File: src/assert_macros.svh
// ----------------------------------------------------------------------------
// assert_macros.svh - concurrent assertion helpers
// Wraps labeled assertions so that synthesis sees an empty body.
// ----------------------------------------------------------------------------
`ifndef ASSERT_MACROS_SVH
`define ASSERT_MACROS_SVH
`ifndef SYNTH
`define ASSERT_IMPL(label, clk, rst_n, prop) \
	label: assert property (@(posedge clk) disable iff (!rst_n) prop) \
		else $error("assertion failed");
`define ASSERT_NR(label, clk, prop) \
	label: assert property (@(posedge clk) prop) else $error("assertion failed");
`else
`define ASSERT_IMPL(label, clk, rst_n, prop)
`define ASSERT_NR(label, clk, prop)
`endif
`endif

File: src/frem_pkg.sv
// ----------------------------------------------------------------------------
// frem_pkg - shared types and constants of the floating remainder block
// Sequencer states and significand widths.
// ----------------------------------------------------------------------------
package frem_pkg;
	localparam int MantW = 53;  // significand with implicit bit
	localparam int ExpW  = 11;

	typedef enum logic [2:0] {
		ST_IDLE,
		ST_SETUP,
		ST_REDUCE,
		ST_NORM,
		ST_DONE
	} frem_state_t;

	typedef struct packed {
		logic start;
		logic busy;
	} frem_ctl_t;
endpackage

File: src/frem_core.sv
// ----------------------------------------------------------------------------
// frem_core - iterative shift-subtract remainder datapath
// Reduces one significand by another one bit per cycle, then normalizes.
// ----------------------------------------------------------------------------
`include "assert_macros.svh"
module frem_core import frem_pkg::*; (
	input  logic        clk,
	input  logic        arst_n,
	input  frem_ctl_t   ctl,
	input  logic [63:0] a_bits,
	input  logic [63:0] b_bits,
	input  logic        sp,
	output logic        done,
	output logic [63:0] res,
	output logic        null_out
);
	frem_state_t state_q, state_d;
	logic [MantW:0]  r_q;
	logic [MantW-1:0] mb_q;
	logic [MantW-1:0] q_q;      // dividend significand bits still to shift in
	logic [11:0]     cnt_q;     // remaining shift-subtract steps
	logic [11:0]     e_q;
	logic [63:0]     res_q;
	logic            sa_q, sp_q, null_q;

	// decode operands in the selected precision
	logic [63:0] a, b, mag_a, mag_b, one, qnan, sgn, fmask, imp;
	logic [11:0] ea, eb, emax;
	logic        nul, spec;
	logic [63:0] spec_res, ma, mbv;
	logic [11:0] ea1, eb1;
	always_comb begin
		if (sp) begin
			a = {32'd0, a_bits[31:0]};
			b = {32'd0, b_bits[31:0]};
			mag_a = {33'd0, a[30:0]};
			mag_b = {33'd0, b[30:0]};
			one = 64'h3F80_0000;
			qnan = 64'h7FC0_0000;
			sgn = {32'd0, a[31], 31'd0};
			fmask = 64'h7F_FFFF;
			imp = 64'h80_0000;
			emax = 12'd255;
			nul = (mag_b == 64'd0);
			if (nul) mag_b = one;
			ea = {4'd0, mag_a[30:23]};
			eb = {4'd0, mag_b[30:23]};
		end else begin
			a = a_bits;
			b = b_bits;
			mag_a = {1'b0, a[62:0]};
			mag_b = {1'b0, b[62:0]};
			one = 64'h3FF0_0000_0000_0000;
			qnan = 64'h7FF8_0000_0000_0000;
			sgn = {a[63], 63'd0};
			fmask = 64'h000F_FFFF_FFFF_FFFF;
			imp = 64'h0010_0000_0000_0000;
			emax = 12'd2047;
			nul = (mag_b == 64'd0);
			if (nul) mag_b = one;
			ea = {1'b0, mag_a[62:52]};
			eb = {1'b0, mag_b[62:52]};
		end
		spec = 1'b1;
		if (ea == emax) spec_res = qnan;
		else if (eb == emax && (mag_b & fmask) != 64'd0) spec_res = qnan;
		else if (eb == emax) spec_res = a;
		else if (mag_a < mag_b) spec_res = a;
		else if (mag_a == mag_b) spec_res = sgn;
		else begin
			spec = 1'b0;
			spec_res = sgn;
		end
		ma = (ea != 12'd0) ? ((mag_a & fmask) | imp) : (mag_a & fmask);
		mbv = (eb != 12'd0) ? ((mag_b & fmask) | imp) : (mag_b & fmask);
		ea1 = (ea == 12'd0) ? 12'd1 : ea;
		eb1 = (eb == 12'd0) ? 12'd1 : eb;
	end

	// one shared subtract-compare step; dividend bits enter first, then zeros
	logic [MantW:0] sh, diff;
	logic           ge;
	always_comb begin
		sh = {r_q[MantW-1:0], q_q[MantW-1]};
		ge = (sh >= {1'b0, mb_q});
		diff = ge ? (sh - {1'b0, mb_q}) : sh;
	end

	logic [MantW:0] imp_w;
	assign imp_w = sp_q ? (54'd1 << 23) : (54'd1 << 52);

	// next state
	always_comb begin
		state_d = state_q;
		case (state_q)
			ST_IDLE:   if (ctl.start) state_d = spec ? ST_DONE : ST_REDUCE;
			ST_REDUCE: if (cnt_q == 12'd0) state_d = ST_NORM;
			ST_NORM: begin
				if (r_q == '0 || r_q >= imp_w || e_q <= 12'd1) state_d = ST_DONE;
			end
			ST_DONE:   state_d = ST_IDLE;
			default:   state_d = ST_IDLE;
		endcase
	end

	always_ff @(posedge clk or negedge arst_n) begin
		if (!arst_n) state_q <= ST_IDLE;
		else state_q <= state_d;
	end

	// datapath registers
	always_ff @(posedge clk) begin
		case (state_q)
			ST_IDLE: if (ctl.start) begin
				// long division: shift in all dividend bits, then one step per exponent
				r_q <= '0;
				q_q <= ma[MantW-1:0];
				mb_q <= mbv[MantW-1:0];
				cnt_q <= ea1 - eb1 + 12'(MantW);
				e_q <= eb1;
				sa_q <= sp ? a[31] : a[63];
				sp_q <= sp;
				null_q <= nul;
				res_q <= spec_res;
			end
			ST_REDUCE: if (cnt_q != 12'd0) begin
				r_q <= diff;
				q_q <= {q_q[MantW-2:0], 1'b0};
				cnt_q <= cnt_q - 12'd1;
			end
			ST_NORM: begin
				if (r_q == '0) res_q <= sp_q ? {32'd0, sa_q, 31'd0} : {sa_q, 63'd0};
				else if (r_q >= imp_w) begin
					res_q <= sp_q ? {32'd0, sa_q, e_q[7:0], r_q[22:0]}
						: {sa_q, e_q[10:0], r_q[51:0]};
				end else if (e_q <= 12'd1) begin
					res_q <= sp_q ? {32'd0, sa_q, 8'd0, r_q[22:0]}
						: {sa_q, 11'd0, r_q[51:0]};
				end else begin
					r_q <= {r_q[MantW-1:0], 1'b0};
					e_q <= e_q - 12'd1;
				end
			end
			default: ;
		endcase
	end

	assign done = (state_q == ST_DONE);
	assign res = res_q;
	assign null_out = null_q;

	`ASSERT_IMPL(a_rem_below, clk, arst_n, (state_q == ST_REDUCE) |-> (r_q < {1'b0, mb_q}))
	`ASSERT_IMPL(a_start_idle, clk, arst_n, ctl.start |-> (state_q == ST_IDLE))
	`ASSERT_IMPL(a_done_one, clk, arst_n, done |=> (state_q == ST_IDLE))
endmodule

File: src/float_remainder_with_null.sv
// ----------------------------------------------------------------------------
// float_remainder_with_null - exact IEEE fmod with zero-divisor flag
// Stream wrapper around the iterative remainder core.
// ----------------------------------------------------------------------------
// Usage:
//   s_* carries one operand pair per transaction; m_* returns one result.
//   s_tdata = {divisor_bits, dividend_bits}, s_tuser = single_precision,
//   s_tlast = last_in. m_tdata = remainder_bits, m_tuser = null_flag,
//   m_tlast = last_out.
//   Special cases skip the loop; any other item runs through the one-bit-per-
//   cycle shift-subtract loop, which first shifts in all 53 dividend bits,
//   then takes one step per unit of exponent difference, followed by the
//   normalizing shifts. Only one item is in flight at a time.
//   s_tready is high only while the core is idle and the output register
//   is empty; a new item can enter only in the cycle after the waiting
//   result is taken. A stalled receiver holds m_tvalid and data.
//   Reset clears the sequencer and the output valid.
`include "assert_macros.svh"
module float_remainder_with_null import frem_pkg::*; (
	input  logic         clk,
	input  logic         arst_n,
	input  logic         s_tvalid,
	output logic         s_tready,
	input  logic [127:0] s_tdata,  // divisor_bits, dividend_bits
	input  logic         s_tuser,  // single_precision
	input  logic         s_tlast,  // last_in
	output logic         m_tvalid,
	input  logic         m_tready,
	output logic [63:0]  m_tdata,  // remainder_bits
	output logic         m_tuser,  // null_flag
	output logic         m_tlast   // last_out
);
	frem_ctl_t   ctl;
	logic        busy_q, vld_q, last_q, done;
	logic [63:0] res;
	logic        nul;

	assign s_tready = !busy_q && !vld_q;
	assign ctl.start = s_tvalid && s_tready;
	assign ctl.busy = busy_q;

	frem_core u_core (
		.clk(clk), .arst_n(arst_n), .ctl(ctl),
		.a_bits(s_tdata[63:0]), .b_bits(s_tdata[127:64]), .sp(s_tuser),
		.done(done), .res(res), .null_out(nul)
	);

	// track the item in flight and the output register
	always_ff @(posedge clk or negedge arst_n) begin
		if (!arst_n) begin
			busy_q <= 1'b0;
			vld_q <= 1'b0;
		end else begin
			if (ctl.start) busy_q <= 1'b1;
			else if (done) busy_q <= 1'b0;
			if (done) vld_q <= 1'b1;
			else if (m_tready) vld_q <= 1'b0;
		end
	end

	always_ff @(posedge clk) begin
		if (ctl.start) last_q <= s_tlast;
		if (done) begin
			m_tdata <= res;
			m_tuser <= nul;
		end
	end

	assign m_tvalid = vld_q;
	assign m_tlast = last_q;

	`ASSERT_IMPL(a_done_busy, clk, arst_n, done |-> busy_q)
	`ASSERT_IMPL(a_no_overlap, clk, arst_n, done |-> !vld_q)
	`ASSERT_IMPL(a_ready_excl, clk, arst_n, s_tready |-> !m_tvalid)
endmodule
File: config.mk
export PLATFORM = sky130hd
export DESIGN_NAME = float_remainder_with_null
export DESIGN_NICKNAME = d
export VERILOG_FILES = /design/src/frem_pkg.sv /design/src/frem_core.sv /design/src/float_remainder_with_null.sv
export VERILOG_INCLUDE_DIRS = /design/src /design/src/src
export SDC_FILE = /design/constraint.sdc
export NUM_CORES = 1
export LEC_CHECK = 0
export ABC_AREA = 1
export BUFFER_PORTS_ARGS = -buffer_cell sky130_fd_sc_hd__buf_2
export CAP_MARGIN = 20
export CORE_UTILIZATION = 40
export CTS_CLUSTER_DIAMETER = 30
export DETAILED_ROUTE_END_ITERATION = 7
export HOLD_SLACK_MARGIN = 0.05
export PLACE_DENSITY = 0.58
export SLEW_MARGIN = 10
export SYNTH_ARGS = -nofsm -noshare
export SYNTH_HDL_FRONTEND = slang
export SYNTH_SLANG_ARGS = --single-unit
File: constraint.sdc
create_clock -name clk -period 9.7 [get_ports clk]
set_clock_uncertainty 0.05 [all_clocks]
set_input_delay 0.97 -clock clk [delete_from_list [all_inputs] [get_ports clk]]
set_output_delay 0.97 -clock clk [all_outputs]
set_load 0.02 [all_outputs]
==> results_dict.tcl <==
set metrics [dict create \
    power_density_nw_per_um2 352 \
    critPathKind "input port to register" \
    end_kind "register" \
    grt_max_degree 89 \
    synth_nets 2971 \
    cts_hold_buf 0 \
    synth-edff-count 317 \
    rows 84 \
    synth_cells 2692 \
    crit_buf_inv 5 \
    htreeDepth 3 \
    max_stage_delay_ps 640 \
    drt_iter0_markers 1358 \
    synth_commonest_cells "nand2_1 (700), inv_1 (381), nor2_1 (331)" \
    die_area_um2 54700 \
    slew_headroom 0.316 \
    drv_cap 0 \
    grt_antenna_before_repair 1 \
    ant_nets 0 \
    fmax_mhz 192 \
    final_area_um2 25900 \
    yosys_warnings 0 \
    cts_buffer_depth 3 \
    rsz0062_at_grt "false" \
    yosysMostFrequentCell "nand2_1" \
    start_util 0.407 \
    setup_viol 0 \
    synth_top_area_cell "edfxtp_1" \
    overflow 0 \
    synth.avg_cell_area_um2 8.00 \
    dr.pass1.iters 7 \
    grt_pass1_vias 18700 \
    setup_tns_ps 0 \
    grt_pass1_wl_um 105000 \
    start_kind "input port" \
    cpMostUsedCell "nand2_1" \
    tightest_slew_ps 1030 \
    synth_seq_area_share 0.448 \
    port-buffer-count 200 \
    grtUsageMet2 0.425 \
    fin_crit_ps 5200 \
    coreArea_um2 52900 \
    synth_area_leaders "edfxtp_1 (44%), nand2_1 (12%), ha_1 (8.3%), inv_1 (6.6%), nor2_1 (5.8%)" \
    wl_per_cell_um 18.8 \
    syn_to_final_growth_pct 20.4 \
    gp_congestion 0.922 \
    post-dp-hpwl_um 52800 \
    drive_gt1_frac 0.137 \
    track_usage 0.253 \
    slew_violations 0 \
    die_h_um 234 \
    vias 19100 \
    ys_async_sr_fraction 0.0155 \
    crit_chain "buf_2 -> buf_4 -> inv_2 -> nand2_1 -> inv_1 -> ha_1 -> nand4_1 -> nor4_1 -> inv_1 -> a21oi_1 -> nor2_1 -> nand2_1 -> nand2_4 -> nand2_1 -> nand2_1 -> nand3_1 -> nand2_1" \
    num_io_pins 202 \
    yosysUniqueCellTypes 53 \
    syn_area_um2 21500 \
    hold_violations 0 \
    clk_pin_slew_ps 50 \
    cp.required_ps 10020 \
    power_mw 9.11 \
    cts_tree "done" \
    route.detailed.drc 0 \
    leakage_nw 11.7 \
    post_cts_resized 0 \
    clockRootBuffer "clkbuf_16" \
    met1_usage 0.330 \
    dpl-instance-area_um2 23000 \
    ys_ff_latch 322 \
    synth_top_area_frac 0.442 \
    path_delay_family "simple AND/OR/NAND/NOR gates" \
    ys.flop_type "edfxtp_1" \
    use_met3 0.0368 \
    clk_latency_ps 630 \
    arrival_ps 5520 \
    ir_drop_mv 0.178 \
    vias_per_cell 5.23 \
    outcome "finished clean" \
    crit_fanout 82 \
    period_share 0.536 \
    hold_class "input port to asynchronous set/reset pin" \
    finalNetCount 3175 \
    critPathSlowestCell "buf_4" \
    wl_um 68600 \
    cts.sinks 322 \
    postCtsSetupBuffers 0 \
    cts_buffers 79 \
    gr-max-usage-layer "met2" \
    die_x_um 234 \
]
## worst paths after layout
| kind | slack [ps] | to | start | cells after the start |
|---|---|---|---|---|
| min in group clk | 340 | m_tdata[1] | u_core.res[1] | 0 |
| worst min-delay path | 120 | u_core.state_q[1] | arst_n | 1 |
| worst min register to register | 340 | m_tdata[1] | u_core.res[1] | 0 |
| worst max-delay path | 4500 | u_core.res[27] | s_tuser | 17 |
| max in group asynchronous | 9300 | m_tvalid | arst_n | 1 |
| worst max register to register | 4950 | u_core.r_q[20] | u_core.r_q[24] | 13 |
## metal layers
metal / vias up / wire length (um) / part of all wire
met5: - / 0 / 0
met4: 0 / 1960 / 0.029
met3: 109 / 3430 / 0.050
met2: 586 / 33000 / 0.48
met1: 9102 / 30200 / 0.44
li1: 9308 / - / -
## registers in the layout (all words and copies together), names as in the netlist
signal	flops
u_core.state_q	3
u_core.e_q	12
busy_q	1
m_tvalid	1
u_core.cnt_q	12
m_tlast	1
u_core.q_q	53
m_tuser	1
u_core.null_out	1
u_core.mb_q	53
u_core.r_q	54
u_core.sa_q	1
m_tdata	64
u_core.sp_q	1
u_core.res	64
## power by group
part	switching (mW)	internal, mW	total [mW]	leakage, nW
sequential	0.333	2.42	2.75	3.07
clock	0.905	1.89	2.79	1.36
combinational	2.53	1.04	3.57	7.31
total	3.76	5.35	9.11	11.7
## cell usage in the layout (no fill, tap or decap), types with 6 or more instances in the layout
master,netlist,final
edfxtp_1,317,317
nor2_4,5,9
a21oi_1,140,140
xor2_1,42,42
nand4_1,33,33
clkbuf_16,0,79
nand3_1,123,123
clkinv_2,0,11
nand2_2,20,20
clkinvlp_4,0,9
clkinv_4,0,6
inv_1,381,381
bufinv_16,0,14
xnor2_1,20,20
buf_2,10,200
ha_1,143,143
nand2_1,700,700
o31ai_1,6,6
a31oi_1,18,17
nor2_1,331,327
a21o_1,6,6
inv_6,0,6
o21ai_0,123,123
nor3_1,20,20
buf_4,6,18
nor4_1,21,21
o21ai_1,67,67
o21bai_1,14,14
clkinv_1,0,10
## metrics by stage
step	worst slack [ps]	utilization	hold WS, ps	cells
global placement	3930	0.436	351	3503
detailed placement	3910	0.436	355	3503
CTS	4570	0.490	86.8	3650
global route	4280	0.490	103	3651
finish	4500	0.490	117	3651
floorplan	1340	-	350	2692
## cell type report
| type | instances | area [um^2] |
|---|---|---|
| diodes | 1 | 2.50 |
| clock buffers | 84 | 2000 |
| clock inverters | 63 | 858 |
| fillers | 5140 | 27000 |
| inverters | 385 | 1450 |
| multi-input cells | 1890 | 9960 |
| flip-flops and latches | 322 | 9640 |
| well taps | 688 | 861 |
| repair buffers | 218 | 1140 |
## kinds of logic (layout without fill, tap and decap cells)
| logic type | after synthesis | in the layout | share of synthesized area |
|---|---|---|---|
| AOI/OAI and AO/OA | 403 | 403 | 0.103 |
| xor gates and xnor gates | 62 | 62 | 0.0252 |
| adders and majority gates | 145 | 145 | 0.0850 |
| buffers and inverters | 480 | 750 | 0.0920 |
| DFF | 322 | 322 | 0.448 |
| other | 0 | 1 | 0 |
| and+or+nand+nor | 1280 | 1280 | 0.247 |
No activity file was read; power rests on OpenSTA's default activity.
